**src/hdl/lbtack_pkg.sv**
```systemverilog
package lbtack_pkg;

	// Upper bound on carrier sense attempts; the trial counter width follows it.
	localparam int unsigned TRIALS_BOUND = 8;
	localparam int unsigned TRIAL_W      = 3;

	localparam int unsigned CMD_W    = 3;
	localparam int unsigned RSSI_W   = 9;
	localparam int unsigned RND_W    = 8;
	localparam int unsigned ACTION_W = 3;
	localparam int unsigned TICKS_W  = 15;
	localparam int unsigned SENSE_W  = 10;
	localparam int unsigned UNIT_W   = 8;
	localparam int unsigned TRLIM_W  = 4;
	localparam int unsigned WDOG_W   = 16;
	localparam int unsigned CFG_IDX_W  = 3;
	localparam int unsigned CFG_DATA_W = 16;

	// Input event codes.
	localparam logic [CMD_W-1:0] CMD_MS_TICK    = 3'd0;
	localparam logic [CMD_W-1:0] CMD_SEC_TICK   = 3'd1;
	localparam logic [CMD_W-1:0] CMD_RX_DONE    = 3'd2;
	localparam logic [CMD_W-1:0] CMD_RX_TIMEOUT = 3'd3;
	localparam logic [CMD_W-1:0] CMD_RX_ERROR   = 3'd4;
	localparam logic [CMD_W-1:0] CMD_TX_DONE    = 3'd5;
	localparam logic [CMD_W-1:0] CMD_TX_TIMEOUT = 3'd6;

	// Result action codes.
	localparam logic [ACTION_W-1:0] ACT_NONE   = 3'd0;
	localparam logic [ACTION_W-1:0] ACT_RX     = 3'd1;
	localparam logic [ACTION_W-1:0] ACT_LISTEN = 3'd2;
	localparam logic [ACTION_W-1:0] ACT_ACK    = 3'd3;
	localparam logic [ACTION_W-1:0] ACT_BUSY   = 3'd4;

	// Configuration register indexes.
	localparam logic [CFG_IDX_W-1:0] REG_RSSI_THRESHOLD  = 3'd0;
	localparam logic [CFG_IDX_W-1:0] REG_SENSING_TICKS   = 3'd1;
	localparam logic [CFG_IDX_W-1:0] REG_BACKOFF_UNIT    = 3'd2;
	localparam logic [CFG_IDX_W-1:0] REG_MAX_TRIALS      = 3'd3;
	localparam logic [CFG_IDX_W-1:0] REG_WATCHDOG_PERIOD = 3'd4;

	// Register reset values.
	localparam logic signed [RSSI_W-1:0] RST_RSSI_THRESHOLD = -9'sd80;
	localparam logic [SENSE_W-1:0]       RST_SENSING_TICKS  = 10'd5;
	localparam logic [UNIT_W-1:0]        RST_BACKOFF_UNIT   = 8'd10;
	localparam logic [TRLIM_W-1:0]       RST_MAX_TRIALS     = 4'd5;
	localparam logic [WDOG_W-1:0]        RST_WATCHDOG       = 16'd600;

	typedef enum logic [3:0] {
		MODE_IDLE    = 4'b0001,
		MODE_SENSE   = 4'b0010,
		MODE_BACKOFF = 4'b0100,
		MODE_WAIT_TX = 4'b1000
	} mode_t;

endpackage

```
**src/hdl/lbtack_in_if.sv**
```systemverilog
interface lbtack_in_if;
	logic                                      valid;
	logic                                      ready;
	logic [lbtack_pkg::CMD_W-1:0]              cmd;
	logic signed [lbtack_pkg::RSSI_W-1:0]      rssi_sample;
	logic [lbtack_pkg::RND_W-1:0]              random_byte;

	modport source (output valid, output cmd, output rssi_sample, output random_byte,
		input ready);
	modport sink (input valid, input cmd, input rssi_sample, input random_byte,
		output ready);
endinterface

```
**src/hdl/lbtack_out_if.sv**
```systemverilog
interface lbtack_out_if;
	logic                                valid;
	logic                                ready;
	logic [lbtack_pkg::ACTION_W-1:0]     action;
	logic [lbtack_pkg::TICKS_W-1:0]      backoff_ticks;
	logic                                pulse_rx_led;
	logic                                pulse_tx_led;
	logic                                pulse_error_led;
	logic                                reset_request;

	modport source (output valid, output action, output backoff_ticks,
		output pulse_rx_led, output pulse_tx_led, output pulse_error_led,
		output reset_request, input ready);
	modport sink (input valid, input action, input backoff_ticks,
		input pulse_rx_led, input pulse_tx_led, input pulse_error_led,
		input reset_request, output ready);
endinterface

```
**src/hdl/lbt_ack_responder_with_backoff_unit.sv**
```systemverilog
// An accepted item is held first in the input register and then in the result register,
// from which it is taken.
// Throughput: one item per cycle while results are taken. A waiting result holds the
// item in the input register, and the input then accepts nothing until the result moves.
// Reset (arst_n low) clears control state; the watchdog and registers load their defaults.
module lbt_ack_responder_with_backoff_unit (
	input  logic                                 clk,
	input  logic                                 arst_n,
	lbtack_in_if.sink                            in_ch,
	lbtack_out_if.source                         out_ch,
	input  logic                                 cfg_we,
	input  logic [lbtack_pkg::CFG_IDX_W-1:0]     cfg_index,
	input  logic [lbtack_pkg::CFG_DATA_W-1:0]    cfg_data
);

	localparam int unsigned TW = lbtack_pkg::TRIAL_W;

	// Configuration registers.
	logic signed [lbtack_pkg::RSSI_W-1:0] rssi_threshold_q;
	logic [lbtack_pkg::SENSE_W-1:0]       sensing_ticks_q;
	logic [lbtack_pkg::UNIT_W-1:0]        backoff_unit_q;
	logic [lbtack_pkg::TRLIM_W-1:0]       max_trials_q;
	logic [lbtack_pkg::WDOG_W-1:0]        watchdog_period_q;

	// Block state.
	lbtack_pkg::mode_t                    mode_q, mode_d;
	logic [TW-1:0]                        trial_index_q, trial_index_d;
	logic [lbtack_pkg::SENSE_W-1:0]       sense_elapsed_q, sense_elapsed_d;
	logic [lbtack_pkg::TICKS_W-1:0]       backoff_left_q, backoff_left_d;
	logic [lbtack_pkg::WDOG_W-1:0]        watchdog_count_q, watchdog_count_d;

	// Input register.
	logic                                 valid_s1;
	logic [lbtack_pkg::CMD_W-1:0]         cmd_s1;
	logic signed [lbtack_pkg::RSSI_W-1:0] rssi_s1;
	logic [lbtack_pkg::RND_W-1:0]         rnd_s1;

	// Result register.
	logic                                 out_valid_q;
	logic [lbtack_pkg::ACTION_W-1:0]      action_q, action_d;
	logic [lbtack_pkg::TICKS_W-1:0]       bticks_q, bticks_d;
	logic                                 led_rx_q, led_rx_d;
	logic                                 led_tx_q, led_tx_d;
	logic                                 led_err_q, led_err_d;
	logic                                 rst_req_q, rst_req_d;

	logic                                 advance;
	logic [lbtack_pkg::TRLIM_W-1:0]       trial_limit;
	logic [lbtack_pkg::TRLIM_W-1:0]       trial_next;
	logic [lbtack_pkg::RND_W:0]           mask_wide;
	logic [lbtack_pkg::RND_W:0]           slots;
	logic [lbtack_pkg::UNIT_W+lbtack_pkg::RND_W:0] product;
	logic [lbtack_pkg::TICKS_W-1:0]       bticks_new;
	logic [lbtack_pkg::SENSE_W-1:0]       sense_inc;
	logic [lbtack_pkg::TICKS_W-1:0]       backoff_dec;

	// The input item moves on whenever the result register is free or being emptied.
	assign advance     = valid_s1 && (!out_valid_q || out_ch.ready);
	assign in_ch.ready = !valid_s1 || advance;

	always_ff @(posedge clk or negedge arst_n) begin
		if (!arst_n) begin
			rssi_threshold_q  <= lbtack_pkg::RST_RSSI_THRESHOLD;
			sensing_ticks_q   <= lbtack_pkg::RST_SENSING_TICKS;
			backoff_unit_q    <= lbtack_pkg::RST_BACKOFF_UNIT;
			max_trials_q      <= lbtack_pkg::RST_MAX_TRIALS;
			watchdog_period_q <= lbtack_pkg::RST_WATCHDOG;
		end else if (cfg_we) begin
			unique case (cfg_index)
				lbtack_pkg::REG_RSSI_THRESHOLD:  rssi_threshold_q  <= cfg_data[8:0];
				lbtack_pkg::REG_SENSING_TICKS:   sensing_ticks_q   <= cfg_data[9:0];
				lbtack_pkg::REG_BACKOFF_UNIT:    backoff_unit_q    <= cfg_data[7:0];
				lbtack_pkg::REG_MAX_TRIALS:      max_trials_q      <= cfg_data[3:0];
				lbtack_pkg::REG_WATCHDOG_PERIOD: watchdog_period_q <= cfg_data[15:0];
				default: ;
			endcase
		end
	end

	always_ff @(posedge clk or negedge arst_n) begin
		if (!arst_n) begin
			valid_s1 <= 1'b0;
		end else if (in_ch.ready) begin
			valid_s1 <= in_ch.valid;
		end
	end

	always_ff @(posedge clk) begin
		if (in_ch.valid && in_ch.ready) begin
			cmd_s1  <= in_ch.cmd;
			rssi_s1 <= in_ch.rssi_sample;
			rnd_s1  <= in_ch.random_byte;
		end
	end

	// Backoff length: unit * (1 + (rand mod 2^(trial+1))).
	always_comb begin
		if (max_trials_q == '0) begin
			trial_limit = lbtack_pkg::TRLIM_W'(1);
		end else if (max_trials_q > lbtack_pkg::TRLIM_W'(lbtack_pkg::TRIALS_BOUND)) begin
			trial_limit = lbtack_pkg::TRLIM_W'(lbtack_pkg::TRIALS_BOUND);
		end else begin
			trial_limit = max_trials_q;
		end
		trial_next  = {1'b0, trial_index_q} + lbtack_pkg::TRLIM_W'(1);
		mask_wide   = (9'd1 << trial_next) - 9'd1;
		slots       = {1'b0, rnd_s1 & mask_wide[lbtack_pkg::RND_W-1:0]} + 9'd1;
		product     = {9'd0, backoff_unit_q} * {8'd0, slots};
		bticks_new  = product[lbtack_pkg::TICKS_W-1:0];
		sense_inc   = sense_elapsed_q + 10'd1;
		backoff_dec = (backoff_left_q != '0) ? backoff_left_q - 15'd1 : backoff_left_q;
	end

	always_comb begin
		mode_d           = mode_q;
		trial_index_d    = trial_index_q;
		sense_elapsed_d  = sense_elapsed_q;
		backoff_left_d   = backoff_left_q;
		watchdog_count_d = watchdog_count_q;
		action_d         = lbtack_pkg::ACT_NONE;
		bticks_d         = '0;
		led_rx_d         = 1'b0;
		led_tx_d         = 1'b0;
		led_err_d        = 1'b0;
		rst_req_d        = 1'b0;
		unique case (cmd_s1)
			lbtack_pkg::CMD_MS_TICK: begin
				if (mode_q == lbtack_pkg::MODE_SENSE) begin
					if (rssi_s1 > rssi_threshold_q) begin
						if (trial_next < trial_limit) begin
							bticks_d      = bticks_new;
							trial_index_d = trial_next[TW-1:0];
							sense_elapsed_d = '0;
							if (bticks_new == '0) begin
								mode_d         = lbtack_pkg::MODE_SENSE;
								backoff_left_d = '0;
							end else begin
								mode_d         = lbtack_pkg::MODE_BACKOFF;
								backoff_left_d = bticks_new;
							end
						end else begin
							// Last trial was busy: report it and give up.
							action_d        = lbtack_pkg::ACT_BUSY;
							led_err_d       = 1'b1;
							mode_d          = lbtack_pkg::MODE_IDLE;
							trial_index_d   = '0;
							sense_elapsed_d = '0;
						end
					end else begin
						sense_elapsed_d = sense_inc;
						if (sense_inc >= sensing_ticks_q) begin
							action_d        = lbtack_pkg::ACT_ACK;
							mode_d          = lbtack_pkg::MODE_WAIT_TX;
							sense_elapsed_d = '0;
						end
					end
				end else if (mode_q == lbtack_pkg::MODE_BACKOFF) begin
					backoff_left_d = backoff_dec;
					if (backoff_dec == '0) begin
						mode_d          = lbtack_pkg::MODE_SENSE;
						sense_elapsed_d = '0;
					end
				end
			end
			lbtack_pkg::CMD_SEC_TICK: begin
				if (watchdog_count_q != '0) begin
					watchdog_count_d = watchdog_count_q - 16'd1;
				end else begin
					rst_req_d = 1'b1;
				end
			end
			lbtack_pkg::CMD_RX_DONE: begin
				watchdog_count_d = watchdog_period_q;
				led_rx_d         = 1'b1;
				trial_index_d    = '0;
				sense_elapsed_d  = '0;
				backoff_left_d   = '0;
				if (sensing_ticks_q == '0) begin
					action_d = lbtack_pkg::ACT_ACK;
					mode_d   = lbtack_pkg::MODE_WAIT_TX;
				end else begin
					action_d = lbtack_pkg::ACT_LISTEN;
					mode_d   = lbtack_pkg::MODE_SENSE;
				end
			end
			lbtack_pkg::CMD_RX_TIMEOUT, lbtack_pkg::CMD_RX_ERROR,
			lbtack_pkg::CMD_TX_DONE, lbtack_pkg::CMD_TX_TIMEOUT: begin
				led_err_d       = (cmd_s1 == lbtack_pkg::CMD_RX_ERROR) ||
					(cmd_s1 == lbtack_pkg::CMD_TX_TIMEOUT);
				led_tx_d        = (cmd_s1 == lbtack_pkg::CMD_TX_DONE);
				action_d        = lbtack_pkg::ACT_RX;
				mode_d          = lbtack_pkg::MODE_IDLE;
				trial_index_d   = '0;
				sense_elapsed_d = '0;
				backoff_left_d  = '0;
			end
			default: ;
		endcase
	end

	always_ff @(posedge clk or negedge arst_n) begin
		if (!arst_n) begin
			mode_q           <= lbtack_pkg::MODE_IDLE;
			trial_index_q    <= '0;
			sense_elapsed_q  <= '0;
			backoff_left_q   <= '0;
			watchdog_count_q <= lbtack_pkg::RST_WATCHDOG;
		end else if (advance) begin
			mode_q           <= mode_d;
			trial_index_q    <= trial_index_d;
			sense_elapsed_q  <= sense_elapsed_d;
			backoff_left_q   <= backoff_left_d;
			watchdog_count_q <= watchdog_count_d;
		end
	end

	always_ff @(posedge clk or negedge arst_n) begin
		if (!arst_n) begin
			out_valid_q <= 1'b0;
		end else if (advance) begin
			out_valid_q <= 1'b1;
		end else if (out_ch.ready) begin
			out_valid_q <= 1'b0;
		end
	end

	always_ff @(posedge clk) begin
		if (advance) begin
			action_q  <= action_d;
			bticks_q  <= bticks_d;
			led_rx_q  <= led_rx_d;
			led_tx_q  <= led_tx_d;
			led_err_q <= led_err_d;
			rst_req_q <= rst_req_d;
		end
	end

	assign out_ch.valid           = out_valid_q;
	assign out_ch.action          = action_q;
	assign out_ch.backoff_ticks   = bticks_q;
	assign out_ch.pulse_rx_led    = led_rx_q;
	assign out_ch.pulse_tx_led    = led_tx_q;
	assign out_ch.pulse_error_led = led_err_q;
	assign out_ch.reset_request   = rst_req_q;

	// A backoff in progress always has ticks left to wait.
	assert property (@(posedge clk) disable iff (!arst_n)
		mode_q == lbtack_pkg::MODE_BACKOFF |-> backoff_left_q != '0)
		else $error("backoff mode with no ticks left");

	// Every way into idle clears the attempt counters.
	assert property (@(posedge clk) disable iff (!arst_n)
		mode_q == lbtack_pkg::MODE_IDLE |-> (trial_index_q == '0 && sense_elapsed_q == '0))
		else $error("idle with stale trial or sense count");

	// A busy report always lights the error indicator.
	assert property (@(posedge clk) disable iff (!arst_n)
		out_valid_q && action_q == lbtack_pkg::ACT_BUSY |-> led_err_q)
		else $error("channel busy without error pulse");

	// A chosen backoff is only reported on a result that orders nothing.
	assert property (@(posedge clk) disable iff (!arst_n)
		out_valid_q && bticks_q != '0 |-> action_q == lbtack_pkg::ACT_NONE)
		else $error("backoff reported alongside an action");

	// A result left waiting keeps the next item in the input register.
	assert property (@(posedge clk) disable iff (!arst_n)
		out_valid_q && !out_ch.ready && valid_s1 |=> valid_s1 && $stable(cmd_s1))
		else $error("input item dropped while result stalled");

endmodule

```
**src/flat_wrapper.sv**
```systemverilog
// flat-port wrapper written by rule: the top's interface ports become plain ports
module lbt_ack_responder_with_backoff_unit_flat 
  (clk, arst_n, cfg_we, cfg_index, cfg_data, in_ch_valid, in_ch_cmd, in_ch_rssi_sample, in_ch_random_byte, in_ch_ready, out_ch_valid, out_ch_action, out_ch_backoff_ticks, out_ch_pulse_rx_led, out_ch_pulse_tx_led, out_ch_pulse_error_led, out_ch_reset_request, out_ch_ready);
  lbtack_in_if in_ch_i ();
  lbtack_out_if out_ch_i ();
  input  logic clk;
  input  logic arst_n;
  input  logic cfg_we;
  input  logic [lbtack_pkg::CFG_IDX_W-1:0] cfg_index;
  input  logic [lbtack_pkg::CFG_DATA_W-1:0] cfg_data;
  input wire logic [$bits(in_ch_i.valid)-1:0] in_ch_valid;
  input wire logic [$bits(in_ch_i.cmd)-1:0] in_ch_cmd;
  input wire logic [$bits(in_ch_i.rssi_sample)-1:0] in_ch_rssi_sample;
  input wire logic [$bits(in_ch_i.random_byte)-1:0] in_ch_random_byte;
  output wire logic [$bits(in_ch_i.ready)-1:0] in_ch_ready;
  output wire logic [$bits(out_ch_i.valid)-1:0] out_ch_valid;
  output wire logic [$bits(out_ch_i.action)-1:0] out_ch_action;
  output wire logic [$bits(out_ch_i.backoff_ticks)-1:0] out_ch_backoff_ticks;
  output wire logic [$bits(out_ch_i.pulse_rx_led)-1:0] out_ch_pulse_rx_led;
  output wire logic [$bits(out_ch_i.pulse_tx_led)-1:0] out_ch_pulse_tx_led;
  output wire logic [$bits(out_ch_i.pulse_error_led)-1:0] out_ch_pulse_error_led;
  output wire logic [$bits(out_ch_i.reset_request)-1:0] out_ch_reset_request;
  input wire logic [$bits(out_ch_i.ready)-1:0] out_ch_ready;
  assign in_ch_i.valid = in_ch_valid;
  assign in_ch_i.cmd = in_ch_cmd;
  assign in_ch_i.rssi_sample = in_ch_rssi_sample;
  assign in_ch_i.random_byte = in_ch_random_byte;
  assign in_ch_ready = in_ch_i.ready;
  assign out_ch_valid = out_ch_i.valid;
  assign out_ch_action = out_ch_i.action;
  assign out_ch_backoff_ticks = out_ch_i.backoff_ticks;
  assign out_ch_pulse_rx_led = out_ch_i.pulse_rx_led;
  assign out_ch_pulse_tx_led = out_ch_i.pulse_tx_led;
  assign out_ch_pulse_error_led = out_ch_i.pulse_error_led;
  assign out_ch_reset_request = out_ch_i.reset_request;
  assign out_ch_i.ready = out_ch_ready;
  lbt_ack_responder_with_backoff_unit u_core (.clk(clk), .arst_n(arst_n), .in_ch(in_ch_i), .out_ch(out_ch_i), .cfg_we(cfg_we), .cfg_index(cfg_index), .cfg_data(cfg_data));
endmodule
```
**config.mk**
```make
export PLATFORM = sky130hd
export DESIGN_NAME = lbt_ack_responder_with_backoff_unit_flat
export DESIGN_NICKNAME = d
export VERILOG_FILES = /design/src/hdl/lbtack_pkg.sv /design/src/hdl/lbtack_in_if.sv /design/src/hdl/lbtack_out_if.sv /design/src/hdl/lbt_ack_responder_with_backoff_unit.sv /design/src/flat_wrapper.sv
export SDC_FILE = /design/constraint.sdc
export NUM_CORES = 1
export LEC_CHECK = 0
export BUFFER_PORTS_ARGS = -buffer_cell sky130_fd_sc_hd__buf_4
export CORE_ASPECT_RATIO = 1.1
export CORE_MARGIN = 3
export CORE_UTILIZATION = 30
export DETAILED_ROUTE_END_ITERATION = 10
export GPL_ROUTABILITY_DRIVEN = 0
export PLACE_DENSITY = 0.56
export RECOVER_POWER = 25
export SLEW_MARGIN = 15
export SYNTH_ARGS = -nofsm -noshare
export SYNTH_HDL_FRONTEND = slang
export SYNTH_SLANG_ARGS = --single-unit
```
**constraint.sdc**
```tcl
create_clock -name clk -period 8 [get_ports clk]
set_input_delay 0.4 -clock clk [delete_from_list [all_inputs] [get_ports clk]]
set_output_delay 0.4 -clock clk [all_outputs]
set_load 0.05 [all_outputs]
```
==> flow_summary.json, run 1 <==
{
  "grt.total_usage": 0.138,
  "rsz0062_at_grt": "no",
  "finalClockSkew_ps": 11.4,
  "hold_viol_final": 0,
  "die_y_um": 193,
  "final_cell_mix": "inv_1, nand2_1, o21ai_0",
  "rows": 68,
  "clk_path_buf_depth": 2,
  "crit_slowest_cell": "dfrtp_1",
  "dp_hpwl_mm": 17.4,
  "path_buf_inv": 4,
  "timing.final.crit_share": 0.920,
  "status": "completed",
  "synth_cell_types": 72,
  "leakage_nw": 4.75,
  "critPathMaxFanout": 11,
  "worstPathRequired_ps": 8320,
  "worstSkewPairLatency_ps": 430,
  "antenna_found_initial": 0,
  "crit_path_start_kind": "flip-flop",
  "hold_path_class": "in2reg",
  "synthArstFlopShare": 0.698,
  "h-tree-depth": 4,
  "avgSynthCellArea_um2": 9.55,
  "first_iter_violations": 540,
  "synthCells": 1003,
  "critPathTopFamily": "adder cells",
  "min_period_ps": 7360,
  "slowest_delay_ps": 520,
  "vias": 7361,
  "max_freq_mhz": 136,
  "die-area_um2": 34100,
  "grt_max_degree": 79,
  "synth_top_flop_cell": "dfrtp_1",
  "final_common_cell": "inv_1",
  "finalNetCount": 1207,
  "num-fill-cells": 3164,
  "numCtsBuffers": 17,
  "crit_type": "reg2reg",
  "netlist_area_um2": 9580,
  "synth_seq_cells": 139,
  "tightest_slew_ps": 1280,
  "detail-route-antenna-nets": 0,
  "syn_to_final_growth_pct": 15.9,
  "drcViolationCount": 0,
  "grt_pass1_wl_mm": 38.3,
  "cts_tree": "yes",
  "io_pins": 68,
  "ys_seq_area_frac": 0.388,
  "dpl.cell_count": 1459,
  "fin_cells": 1493,
  "port-buffer-count": 67,
  "grt_pass1_vias": 7330,
  "seqCellArea_um2": 3710,
  "drv_cap": 0,
  "synth_edf_count": 42,
  "routedWlPerCell_um": 15.4,
  "multi_input_area_um2": 5330,
  "layout-drive-gt1-share": 0.155,
  "crit_path_end_kind": "flip-flop",
  "start_util": 0.305,
  "die_w_um": 176,
  "slew_viol_final": 0,
  "postCtsSetupBuffers": 0,
  "syn_nets": 1150,
  "n_antenna_cell": 0,
  "yosysWarnings": 0,
  "powerDensity_nw_per_um2": 289,
  "setup_tns_ps": 0,
  "vias_per_cell": 4.93,
  "setup-violations-final": 0,
  "relSlewSlack": 0.144,
  "core_region_area_um2": 31400,
  "overflow": 0,
  "cts_root_buf": "clkbuf_16",
  "firstDrtPassIters": 5,
  "routed_wl_mm": 23.1,
  "clkTransAtPathRegs_ps": 70,
  "peakVddDrop_uv": 140,
  "cts_num_sinks": 139,
  "crit_arrival_ps": 7680
}
final timing paths:
kind	end	startpoint	slack, ps	cells past startpoint
worst max-delay path	u_core.mode_q[2]	u_core.trial_index_q[1]	640	28
worst min-delay path	u_core.rssi_s1[0]	in_ch_rssi_sample[0]	170	1
worst max register to register	u_core.mode_q[2]	u_core.trial_index_q[1]	640	28
worst min register to register	u_core.out_ch.valid	u_core.valid_s1	500	1
max in group asynchronous	u_core.sensing_ticks_q[3]	arst_n	5540	3
min in group asynchronous	u_core.backoff_left_q[3]	arst_n	780	2
cell families after synthesis:
logic type                 share of synthesized area
adders and majority gates                      0.167
muxes                                         0.0385
buffers and inverters                         0.0577
DFF                                            0.388
xor gates and xnor gates                      0.0302
and+or+nand+nor                                0.184
AOI/OAI and AO/OA                              0.135
stage by stage:
step	power (W)	util	setup slack [ps]	hold slack (ps)	cell area, um2
after floorplan	0.00203	-	1320	104	9580
after global placement	0.00239	0.335	850	332	10500
after detailed placement	0.00241	0.335	641	321	10500
after CTS	0.00324	0.354	641	120	11100
after global routing	0.00348	0.354	17.9	144	11100
final	0.00320	0.354	643	165	11100
cell usage after synthesis (5+ instances only):
| cell type | number | share of area |
|---|---|---|
| a21o_1 | 8 | 0.0063 |
| a21oi_1 | 38 | 0.020 |
| a31oi_1 | 8 | 0.0052 |
| a32o_1 | 8 | 0.0084 |
| and2_1 | 40 | 0.026 |
| and3_1 | 12 | 0.0078 |
| clkbuf_1 | 34 | 0.013 |
| dfrtp_1 | 78 | 0.20 |
| dfstp_2 | 19 | 0.052 |
| edfxtp_1 | 42 | 0.13 |
| fa_1 | 41 | 0.086 |
| ha_1 | 62 | 0.081 |
| inv_1 | 104 | 0.041 |
| mux2_2 | 31 | 0.036 |
| nand2_1 | 87 | 0.034 |
| nand2b_1 | 13 | 0.0085 |
| nand3_1 | 22 | 0.011 |
| nand4_1 | 10 | 0.0065 |
| nor2_1 | 74 | 0.029 |
| nor2b_1 | 16 | 0.010 |
| nor3_1 | 26 | 0.014 |
| nor4_1 | 12 | 0.0078 |
| o2111ai_1 | 5 | 0.0046 |
| o21ai_0 | 83 | 0.043 |
| o21ai_1 | 5 | 0.0026 |
| o31ai_1 | 7 | 0.0055 |
| or4_1 | 5 | 0.0039 |
| xnor2_1 | 21 | 0.019 |
| xor2_1 | 12 | 0.011 |
state kept, by name (all words and copies together) (netlist names), 9 cells and up:
register	count
u_core.rssi_threshold_q	9
u_core.rssi_s1	9
u_core.sense_elapsed_q	10
u_core.watchdog_period_q	16
u_core.sensing_ticks_q	10
u_core.backoff_left_q	15
u_core.out_ch.backoff_ticks	15
u_core.watchdog_count_q	16
report_power, final:
group | switching, W | internal, W | total [W] | leakage [nW]
Sequential | 0.000150 | 0.000892 | 0.00104 | 1.61
Combinational | 0.000818 | 0.000535 | 0.00135 | 2.87
Clock | 0.000335 | 0.000474 | 0.000809 | 0.277
area by class of cell:
cell class / count / area share
Multi-Input combinational cell: 721 / 0.480
Sequential cell: 139 / 0.334
Timing Repair Buffer: 77 / 0.0496
Tap cell: 420 / 0.0473
Clock buffer: 18 / 0.0396
Inverter: 104 / 0.0352
Clock inverter: 14 / 0.0143
what timing repair did:
item / in CTS / in global routing
hold buffers: 1 / 0
resized for setup: 0 / 1
hold endpoints to repair: 18 / 0
endpoints found under the setup margin: 0 / 1
routing by layer:
layer	wire length, um	track usage
met1	11000	0.189
met2	10700	0.223
met3	859	0.0265
met4	465	0.0399
met5	0	0
No activity file was read; power rests on OpenSTA's default activity.
==> run 2: changes to the inputs <==
--- a/config.mk
+++ b/config.mk
@@ -5,9 +5,10 @@
 export SDC_FILE = /design/constraint.sdc
 export NUM_CORES = 1
 export LEC_CHECK = 0
+export ABC_AREA = 1
 export BUFFER_PORTS_ARGS = -buffer_cell sky130_fd_sc_hd__buf_4
 export CORE_ASPECT_RATIO = 1.1
-export CORE_MARGIN = 3
+export CORE_MARGIN = 2
 export CORE_UTILIZATION = 30
 export DETAILED_ROUTE_END_ITERATION = 10
 export GPL_ROUTABILITY_DRIVEN = 0
==> run 2 against run 1 <==
The flow now finishes with violations (capacitance limit, slew limit). Power is 11% higher. Global-route usage is 0.68 points higher. Sequential cell count stayed put. Sequential power hardly changed. Critical endpoint is now u_core.mode_q[1]. Highest routed layer unchanged.
==> flow_summary.json, run 2 <==
{
  "hold_path_class": "in2reg",
  "slew_viol_final": 36,
  "core_region_area_um2": 32100,
  "holdWs_ps": 174,
  "n_antenna_cell": 0,
  "finalClockSkew_ps": 22.7,
  "drcViolationCount": 0,
  "first_iter_violations": 448,
  "die-area_um2": 33800,
  "grt.total_usage": 0.145,
  "max_freq_mhz": 140,
  "h-tree-depth": 4,
  "grt_max_degree": 64,
  "setup_tns_ps": 0,
  "crit_slowest_cell": "fa_1",
  "synth_common_cells": "nand2_1, inv_1, nor2_1",
  "path_common_cell": "inv_1",
  "yosysWarnings": 0,
  "cts_num_sinks": 139,
  "avgSynthCellArea_um2": 8.36,
  "postCtsSetupBuffers": 0,
  "final_common_cell": "nand2_1",
  "clkTransAtPathRegs_ps": 70,
  "vias": 7776,
  "p_total_w": 0.00356,
  "vias_per_cell": 4.66,
  "synthCells": 1162,
  "status": "finished with violations",
  "synth_cell_types": 53,
  "detail-route-antenna-nets": 0,
  "syn_to_final_growth_pct": 16.4,
  "antenna_found_initial": 0,
  "num-fill-cells": 3353,
  "grt_pass1_vias": 7902,
  "finalNetCount": 1378,
  "tightest_slew_ps": 2370,
  "ys_seq_area_frac": 0.382,
  "numCtsBuffers": 17,
  "cts_hold_buf": 1,
  "worstSkewPairLatency_ps": 430,
  "rsz0062_at_grt": "no",
  "yosysTopAreaCellShare": 0.201,
  "synth_area_leaders": "dfrtp_1, edfxtp_1, nand2_1",
  "crit_path_start_kind": "flip-flop",
  "relSlewSlack": -0.583,
  "hold_viol_final": 0,
  "syn_nets": 1309,
  "min_period_ps": 7140,
  "peakVddDrop_uv": 153,
  "cts_root_buf": "clkbuf_16",
  "crit_arrival_ps": 7490,
  "cts_resized": 0,
  "yosys.area.top_type": "dfrtp_1",
  "synth_seq_cells": 139,
  "violations": "capacitance limit, slew limit",
  "overflow": 0,
  "grt_pass1_wl_mm": 39.4,
  "slowest_delay_ps": 540,
  "clk_path_buf_depth": 2,
  "dp_hpwl_mm": 17.7,
  "firstDrtPassIters": 5,
  "synth_most_common_cell": "nand2_1",
  "timing.final.crit_share": 0.893,
  "leakage_nw": 5.42,
  "synthArstFlopShare": 0.698,
  "critPathMaxFanout": 6,
  "synth_edf_count": 42,
  "crit_type": "reg2reg",
  "worstPathRequired_ps": 8350,
  "port-buffer-count": 67,
  "routed_wl_mm": 23.3,
  "synth_top_flop_cell": "dfrtp_1",
  "start_util": 0.303,
  "final_util": 0.352,
  "io_pins": 68,
  "drv_cap": 1,
  "crit_path_end_kind": "flip-flop",
  "die_y_um": 193,
  "cts_tree": "yes",
  "reg.largest.list": "u_core.watchdog_count_q: 16 flops, u_core.watchdog_period_q: 16 flops",
  "layout-drive-gt1-share": 0.133,
  "routedWlPerCell_um": 14.0,
  "die_w_um": 176,
  "rows": 69,
  "powerDensity_nw_per_um2": 315,
  "final_cell_mix": "nand2_1, inv_1, nor2_1",
  "setup-violations-final": 0,
  "netlist_area_um2": 9720
}
run 2: logic make-up after synthesis:
| group | share of synthesized area |
|---|---|
| buffers and inverters | 0.0894 |
| adder cells (fa/ha/maj) | 0.164 |
| XOR/XNOR | 0.0315 |
| AO/OA/AOI/OAI | 0.0968 |
| AND/OR/NAND/NOR | 0.229 |
| multiplexers | 0.00695 |
| flip-flops | 0.382 |
run 2: layout make-up:
cell class / instances / area (um2) / area share
Multi-Input combinational cell: 798 / 5140 / 0.454
Sequential cell: 139 / 3710 / 0.328
Inverter: 204 / 766 / 0.0677
Tap cell: 426 / 533 / 0.0471
Timing Repair Buffer: 71 / 524 / 0.0463
Clock buffer: 18 / 450 / 0.0398
Clock inverter: 14 / 188 / 0.0166
run 2: critical path, delay by kind of cell (launching register included):
| family | cells | cell delay (ps) |
|---|---|---|
| AOI/OAI and AO/OA | 4 | 620 |
| xor gates and xnor gates | 1 | 290 |
| adders and majority gates | 8 | 3010 |
| buffers and inverters | 10 | 690 |
| DFF | 1 | 470 |
| and+or+nand+nor | 19 | 2000 |
run 2: worst paths after layout:
check                                              from                           end  slack (ps)  cells past startpoint
worst max-delay path            u_core.trial_index_q[0]              u_core.mode_q[1]         860                     42
worst min register to register          u_core.valid_s1           u_core.out_ch.valid         490                      2
max in group asynchronous                        arst_n      u_core.backoff_unit_q[5]        4930                      3
worst max register to register  u_core.trial_index_q[0]              u_core.mode_q[1]         860                     42
min in group asynchronous                        arst_n  u_core.watchdog_period_q[10]        1260                      2
worst min-delay path                       in_ch_cmd[2]              u_core.cmd_s1[2]         170                      1
run 2: power breakdown:
group / internal (W) / switching (W) / leakage, nW
clock network: 0.000497 / 0.000357 / 0.313
registers: 0.000906 / 0.000147 / 1.61
logic: 0.000596 / 0.00106 / 3.50
run 2: layer usage:
layer	routed length, um	global-route usage	part of all wire	up-vias
met5	0	0	0	-
met4	304	0.0369	0.013	0
met3	890	0.0181	0.038	19
met2	10900	0.246	0.47	167
met1	11200	0.197	0.48	3703
li1	-	-	-	3887
run 2: metrics by stage:
step | setup WS, ps | cells | area [um2]
global placement | 1150 | 1637 | 10700
global route | 315 | 1670 | 11300
finish | 859 | 1670 | 11300
detailed placement | 901 | 1637 | 10700
floorplan | 1590 | 1162 | 9720
CTS | 870 | 1670 | 11300
==> run 3: changes to the inputs <==
--- a/config.mk
+++ b/config.mk
@@ -5,7 +5,6 @@
 export SDC_FILE = /design/constraint.sdc
 export NUM_CORES = 1
 export LEC_CHECK = 0
-export ABC_AREA = 1
 export BUFFER_PORTS_ARGS = -buffer_cell sky130_fd_sc_hd__buf_4
 export CORE_ASPECT_RATIO = 1.1
 export CORE_MARGIN = 2
@@ -14,6 +13,7 @@
 export GPL_ROUTABILITY_DRIVEN = 0
 export PLACE_DENSITY = 0.56
 export RECOVER_POWER = 25
+export SKIP_CTS_REPAIR_TIMING = 1
 export SLEW_MARGIN = 15
 export SYNTH_ARGS = -nofsm -noshare
 export SYNTH_HDL_FRONTEND = slang
==> run 3 against run 2 <==
The flow now finishes without violations. Final cell count down 11%. Worst hold slack worse by 5.6 ps. First-iteration DRC count up 14%. Global-route usage up 0.081 points. Critical endpoint is now u_core.mode_q[2]. Highest routed layer unchanged. Combinational power down 18%. Sequential share of layout area up 0.47 points. Non-clock buffer count up 6. Sequential power about the same. Maximum frequency down 0.82%. Clock skew down 9.6 ps. Critical path depth down 13.
==> flow_summary.json, run 3 (synthesized netlist as in run 1, its figures left out) <==
{
  "vias_per_cell": 5.00,
  "first_iter_violations": 512,
  "finalNetCount": 1207,
  "routedWlPerCell_um": 15.5,
  "crit_arrival_ps": 7520,
  "powerDensity_nw_per_um2": 288,
  "vias": 7464,
  "rows": 68,
  "worstSkewPairLatency_ps": 420,
  "crit_path_start_kind": "flip-flop",
  "setup-violations-final": 0,
  "final_cell_mix": "inv_1, nand2_1, o21ai_0",
  "drcViolationCount": 0,
  "grt_max_degree": 79,
  "timing.final.crit_share": 0.900,
  "die_w_um": 174,
  "firstDrtPassIters": 5,
  "critPathTopFamily": "adder cells",
  "slew_viol_final": 0,
  "cts_tree": "yes",
  "cts_num_sinks": 139,
  "die_y_um": 191,
  "numCtsBuffers": 17,
  "port-buffer-count": 67,
  "dp_hpwl_mm": 17.4,
  "rsz0062_at_grt": "no",
  "detail-route-antenna-nets": 0,
  "io_pins": 68,
  "grt_pass1_wl_mm": 38.8,
  "slowest_delay_ps": 530,
  "clkTransAtPathRegs_ps": 70,
  "hold_viol_final": 0,
  "worstPathRequired_ps": 8320,
  "die-area_um2": 33400,
  "holdWs_ps": 168,
  "relSlewSlack": 0.120,
  "antenna_found_initial": 0,
  "grt_pass1_vias": 7575,
  "syn_to_final_growth_pct": 16.4,
  "setup_tns_ps": 0,
  "crit_type": "reg2reg",
  "start_util": 0.305,
  "clk_path_buf_depth": 2,
  "core_region_area_um2": 31400,
  "reg.largest.list": "u_core.watchdog_count_q: 16 flops, u_core.watchdog_period_q: 16 flops",
  "hold_path_class": "in2reg",
  "finalClockSkew_ps": 13.1,
  "leakage_nw": 4.80,
  "cts_root_buf": "clkbuf_16",
  "min_period_ps": 7200,
  "peakVddDrop_uv": 122,
  "routed_wl_mm": 23.2,
  "h-tree-depth": 4,
  "grt.total_usage": 0.146,
  "tightest_slew_ps": 1320,
  "status": "completed",
  "crit_slowest_cell": "fa_1",
  "max_freq_mhz": 139,
  "layout-drive-gt1-share": 0.163,
  "n_antenna_cell": 0,
  "final_common_cell": "inv_1",
  "path_buf_inv": 4,
  "drv_cap": 0,
  "overflow": 0,
  "critPathMaxFanout": 11,
  "crit_path_end_kind": "flip-flop"
}
run 3: changes by cell type in the layout (fill, tap and decap cells not counted), moves of 8 or more:
cell      change
and3_1       +12
and2_1       +40
nand2_2       -9
xor2_1       -14
nor2b_1      +16
nor2_1       -60
nand2_1     -159
nor3_1       +16
mux2_2       +25
xnor2_1       +8
nand3_1      -21
nand2b_1     +13
inv_1        -96
run 3: power by group:
group | switching [W] | total [W] | internal [W]
clock | 0.000339 | 0.000812 | 0.000472
sequential | 0.000149 | 0.00104 | 0.000892
combinational | 0.000823 | 0.00136 | 0.000536
total | 0.00131 | 0.00321 | 0.00190
run 3: layout make-up:
type | count | area [um2]
Clock buffer | 19 | 475
Clock inverter | 13 | 129
Fill cell | 3151 | 20200
Inverter | 104 | 390
Multi-Input combinational cell | 721 | 5360
Sequential cell | 139 | 3710
Tap cell | 420 | 526
Timing Repair Buffer | 77 | 562
run 3: worst paths after layout:
check                                             start  depth (start not counted)                       end  slack, ps
max in group asynchronous                        arst_n                          3  u_core.backoff_unit_q[7]       5510
worst min register to register          u_core.valid_s1                          1       u_core.out_ch.valid        510
worst max register to register  u_core.trial_index_q[1]                         29          u_core.mode_q[2]        800
min in group asynchronous                        arst_n                          2  u_core.backoff_left_q[4]        800
worst max-delay path            u_core.trial_index_q[1]                         29          u_core.mode_q[2]        800
worst min-delay path               in_ch_rssi_sample[2]                          1         u_core.rssi_s1[2]        170
run 3: routing by layer:
metal | vias up | GRT usage | part of all wire
met3 | 45 | 0.0268 | 0.038
li1 | 3598 | - | -
met5 | - | 0 | 0
met2 | 175 | 0.237 | 0.47
met1 | 3646 | 0.193 | 0.47
met4 | 0 | 0.0556 | 0.025
run 3: metrics by stage:
stage	instances	power [W]	setup slack (ps)	area, um2	util
4_1_cts	1491	0.00323	533	11100	0.354
3_5_place_dp	1459	0.00241	513	10500	0.335
3_3_place_gp	1459	0.00239	817	10500	0.335
6_report	1493	0.00321	800	11200	0.355
5_1_grt	1493	0.00349	114	11200	0.355
2_1_floorplan	1003	0.00203	1320	9580	-
